[config.mk]
export PLATFORM = sky130hd
export DESIGN_NAME = sfdm_div_stage
export DESIGN_NICKNAME = d
export VERILOG_FILES = /design/src/rtl/sfdm_pkg.sv /design/src/rtl/sfdm_div_stage.sv
export SDC_FILE = /design/constraint.sdc
export NUM_CORES = 1
export LEC_CHECK = 0
export BUFFER_PORTS_ARGS = -buffer_cell sky130_fd_sc_hd__buf_4
export CAP_MARGIN = 10
export CORE_AREA = 2 2 156 158
export CTS_CLUSTER_DIAMETER = 200
export DETAILED_ROUTE_END_ITERATION = 8
export DIE_AREA = 0 0 158 160
export GPL_ROUTABILITY_DRIVEN = 0
export GPL_TIMING_DRIVEN = 0
export PLACE_DENSITY = 0.74
export SLEW_MARGIN = 15
export SYNTH_ARGS = -nofsm -noshare
export SYNTH_HDL_FRONTEND = slang
export SYNTH_SLANG_ARGS = --single-unit
[constraint.sdc]
create_clock -name clk -period 9.7 [get_ports clk]
set_input_delay 0.97 -clock clk [delete_from_list [all_inputs] [get_ports clk]]
set_output_delay 0.97 -clock clk [all_outputs]
set_load 0.02 [all_outputs]
[src/rtl/sfdm_pkg.sv]
// Package for the signed floor divide and modulo block.
// Holds the data width, the operation codes and the pipeline stage records.
// No dependencies; every other file of the block refers to it by scoped names.
package sfdm_pkg;

  localparam int Width = 64;

  typedef enum logic {
    OP_QUOT = 1'b0,
    OP_REM  = 1'b1
  } op_t;

  typedef struct packed {
    op_t               op;
    logic              neg_q;
    logic              sign_b;
    logic              zero_div;
    logic [Width-1:0]  dvs;
    logic [Width-1:0]  rem;
    logic [Width-1:0]  quo;
  } div_state_t;

  typedef struct packed {
    logic              neg;
    logic              zero;
    logic [Width-1:0]  mag;
  } post_t;

endpackage

[src/rtl/sfdm_div_stage.sv]
// One restoring division step with its pipeline register.
// Produces one quotient bit per stage; depends on sfdm_pkg for the stage record.
module sfdm_div_stage (
  input  logic                    clk,
  input  logic                    rst,
  input  logic                    en,
  input  logic                    in_valid,
  input  sfdm_pkg::div_state_t    in_state,
  output logic                    valid,
  output sfdm_pkg::div_state_t    state
);

  logic [sfdm_pkg::Width:0]   shifted;
  logic [sfdm_pkg::Width:0]   diff;
  logic                       take;
  sfdm_pkg::div_state_t       state_next;

  always_comb begin
    shifted    = {in_state.rem, in_state.quo[sfdm_pkg::Width-1]};
    diff       = shifted - {1'b0, in_state.dvs};
    take       = ~diff[sfdm_pkg::Width];
    state_next = in_state;
    state_next.rem = take ? diff[sfdm_pkg::Width-1:0] : shifted[sfdm_pkg::Width-1:0];
    state_next.quo = {in_state.quo[sfdm_pkg::Width-2:0], take};
  end

  always_ff @(posedge clk) begin
    if (rst) begin
      valid <= 1'b0;
    end else if (en) begin
      valid <= in_valid;
    end
  end

  always_ff @(posedge clk) begin
    if (en) begin
      state <= state_next;
    end
  end

  // The partial remainder stays below the divisor magnitude whenever the divisor is nonzero.
  a_rem_below_dvs: assert property (@(posedge clk) disable iff (rst)
    valid && !state.zero_div |-> state.rem < state.dvs)
    else $error("partial remainder not below divisor");

endmodule

# ---- After elaboration in Yosys (flattened, before gate mapping)
# Index checks and enable logic that the tools add are counted.
dict set report op_classes {
  bitwise 1
  mux 1
  n_addsub 1
}
# op count
set ops {}
lappend ops {{65-bit by 64-bit subtractor with 65-bit output} 1}
lappend ops {{64-bit two-way mux} 1}
lappend ops {{1-bit NOT} 1}
dict set report totals {
  elab_cells 11
  inputBits 200
  out_inout_bits 197
  reg_bits 197
}

# ---- Longest topological paths before layout
dict set report depth {
  word_depth 2
  mapped_depth 14
  ltp_nobuf 13
}

# ---- Worst setup path before layout
# OpenSTA, ideal clock, no wires.
dict set report synth_timing {
  kind {in2reg}
  from {input in_state[155] (netlist name)}
  to {register state[117] (netlist name) (data pin)}
  arrival_time_ps 3792
  setup_time_ps 262
  path_buffers 2
  stages 14
  setup_slack_ps 5646
  cell_sequence {inv_1 -> ha_1 -> buf_2 -> nand4_1 -> or4_1 -> or3_1 -> o32a_1 -> a21oi_2 -> o21ai_1 -> and2_4 -> o211a_4 -> inv_6 -> buf_6 -> mux2_1}
}
# item line
set synth_rtl {}
lappend synth_rtl {{start, declared} sfdm_div_stage.sv:8} ;# input sfdm_pkg::div_state_t in_state,
lappend synth_rtl {{end signal, assigned} sfdm_div_stage.sv:37} ;# state <= state_next;
lappend synth_rtl {{end, declared} sfdm_div_stage.sv:10} ;# output sfdm_pkg::div_state_t state

==> summary.md <==
| Metric | Value |
|---|---|
| # fillers | 1,982 |
| Share of cells above drive strength 1 | 0.331 |
| Synthesized net count | 1,203 |
| Dpl cells | 1,660 |
| Top cells by area, synth | edfxtp_1 (53%), ha_1 (7.3%), mux2_1 (5.5%), a21oi_1 (3.5%), inv_1 (2.9%) |
| Place WS | 4990 ps |
| Grt total ovfl | 0 |
| Routed WL | 29.9 mm |
| DR pass1 iterations | 5 |
| Unrepaired setup endpoints after global routing | false |
| Skew final | 0 ps |
| M3 GR Usage | 0.0573 |
| HP Start | valid |
| Buffering stage count on the worst path with inverters included | 5 |
| R2R Setup Slk | 9110 ps |
| Number of routed nets with antenna violations | 0 |
| Met2 Usage GRT | 0.397 |
| Post-CTS Setup Bufs | 0 |
| Fin worst setup slack | 5460 ps |
| IO Count | 397 |
| Reg2Reg Capture Point | valid |
| Clock sink count | 197 |
| Post-route design area | 0.0151 mm² |
| Tcrit/Tclk final | 0.437 |
| HPWL Detailed | 23.7 mm |
| Starting Density | 0.462 |
| Antenna violations before repair | 0 |
| Met1 usage in global routing | 0.281 |
| Area of placed instances | 0.0145 mm² |
| Vias in the first global route | 8,537 |
| Leading area contributor after synthesis | edfxtp_1 |
| Pins Over Slew Limit | 0 |
| Avg Inst Size Synth | 11.7 µm² |
| Required @ worst endpoint | 9890 ps |
| Critical Path Source | in_state[155] |
| Tot Pwr | 2560 µW |
| Worst VDD drop | 0.119 mV |
| Most common cell after layout, fill and taps aside | buf_4 |
| Cells after Synth | 938 |
| P per Cell Area | 170 mW/mm² |
| Nets | 1,620 |
| Hold Path Depth | 2 |
| I/O Buffers | 396 |
| Number of max-cap violations | 0 |
| CP Launch Type | input port |
| Sequential area share after synthesis | 0.537 |
| Mapped Area | 0.0110 mm² |
| DIE WIDTH | 158 µm |
| Resized cells post-CTS | 0 |
| Pin count of the biggest net entering global routing | 83 |
| Gr busiest metal | met2 |
| Async S/R FF share, synth | 0 |
| Total GRT Usage | 0.229 |
| Leak pwr | 0.00664 µW |
| CP top delay family | simple AND/OR/NAND/NOR gates |
| Kind of critical path | in2reg |
| Final hold vios | 0 |
| Longest Clk Path Bufs | 2 |
| Vias per inst | 5.25 |
| WL/cell | 17.7 µm |
| Number of synthesized flops with an enable pin | 196 |
| Worst Tran Pin Value | 868 ps |
| Via count | 8,890 |
| Worst hold path type | reg2reg |
| Number of synthesized register bits | 197 |
| Clk slew on worst S/H paths | 80 ps |
| Slowest cell on the critical path | or4_1 |
| Global-route wire length before repair | 45.1 mm |
| Hold buffers post-CTS | 0 |
| WHS Endpoint | valid |
| Die Footprint | 0.0253 mm² |
| Critical Path Max Stage Delay | 610 ps |
| Fin crit period | 4240 ps |
| Placement row count | 57 |
| # diodes | 0 |
| CP max FO | 10 |
| Netlist cell types | 75 |
| Final setup TNS | 0 ps |
| Most frequent cells in the layout | buf_4 (395), edfxtp_1 (196), inv_1 (85) |
| Drt initial violations | 575 |
| Crit-path cells | buf_4 -> inv_1 -> ha_1 -> buf_2 -> nand4_1 -> or4_1 -> or3_1 -> o32a_1 -> a21oi_2 -> o21ai_1 -> and2_4 -> o211a_4 -> inv_6 -> buf_6 -> mux2_1 |
| Crit. End Element | flop |
| DIE HEIGHT | 160 µm |
| R2r worst-path depth | 2 |
| Final number of setup-violating endpoints | 0 |
| Cts bufs inserted | 17 |
| Synth Flop Type | edfxtp_1 |
| CTS tree | built |
| Synth top area share | 0.535 |
| Worst R2R Start | valid |
| Yosys Warn Count | 0 |
| Fmax | 236 MHz |
| H-tree levels | 4 |
| Area grow syn2layout | 36.9% |
| Cell Count, Final, Fillers Out | 1,692 |
| Core area | 0.0238 mm² |
| Relative slew slack | 0.415 |
| Status | complete, no violations |
| DRC | 0 |
| Clock Latency Late Sink | 430 ps |
| Clk root buf | clkbuf_16 |
| Crit path arrival time | 4430 ps |
-- kinds of logic (layout without fill, tap and decap cells) --
| logic type | count (synthesis) | after routing | synth area share |
|---|---|---|---|
| compound gates | 240 | 240 | 0.144 |
| flops | 197 | 197 | 0.537 |
| simple gates | 196 | 196 | 0.0887 |
| buf+inv | 119 | 549 | 0.0454 |
| fa+ha+maj | 65 | 65 | 0.0746 |
| mux | 64 | 64 | 0.0654 |
| xor+xnor | 57 | 57 | 0.0454 |
-- layer usage --
layer  vias up  share of wire
met5         -              0
met3        41          0.081
met2       338           0.50
met1      4193           0.40
li1       4318              -
met4         0          0.025
-- synthesized netlist by cell type, types with 9 or more instances --
master,number
nand4_1,20
o21ai_1,15
nor2b_1,10
edfxtp_1,196
nand2b_1,9
xnor2_1,34
o21ai_0,23
nor2_1,41
clkbuf_1,24
nand3_1,10
nor3_1,9
a21o_1,32
mux2_1,54
a21oi_1,76
o21bai_1,15
inv_1,85
ha_1,64
xor2_1,23
nand2_1,62
-- sequential cells by signal (all words and copies together), names as in the netlist --
signal  cells
state     196
valid       1
-- layout make-up --
| class | instances | area [µm²] | area share |
|---|---|---|---|
| inverter | 86 | 328 | 0.0218 |
| clock buffer | 18 | 429 | 0.0285 |
| tap | 324 | 405 | 0.0269 |
| clock inverter | 14 | 178 | 0.0118 |
| buffer | 33 | 171 | 0.0114 |
| timing repair buffer | 398 | 3040 | 0.202 |
| sequential | 197 | 5910 | 0.392 |
| multi-input combinational | 622 | 4610 | 0.306 |
-- how the worst max path moves through the flow --
stage            endpoint  slack (ps)  depth (start not counted)
3_3_place_gp   state[117]        4790                         12
4_1_cts        state[121]        5450                         15
3_5_place_dp    state[95]        4990                         15
6_report       state[123]        5460                         15
2_1_floorplan  state[117]        5650                         14
5_1_grt        state[121]        5300                         15
-- where the power goes --
part / internal (µW) / total, µW / switching (µW)
combinational: 332 / 750 / 418
clock: 354 / 727 / 373
sequential: 1050 / 1080 / 25.3
total: 1740 / 2560 / 817
-- stage by stage --
step	hold WS, ps	util
after floorplan	579	-
after global placement	479	0.604
after detailed placement	493	0.607
after CTS	515	0.632
after global routing	541	0.632
final	516	0.632
-- worst register-to-register path, cell delays in order (launching register included) --
cell and delay, ps:
dfxtp_1 320, mux2i_1 120, nor2_1 50
No activity file was read; power rests on OpenSTA's default activity.
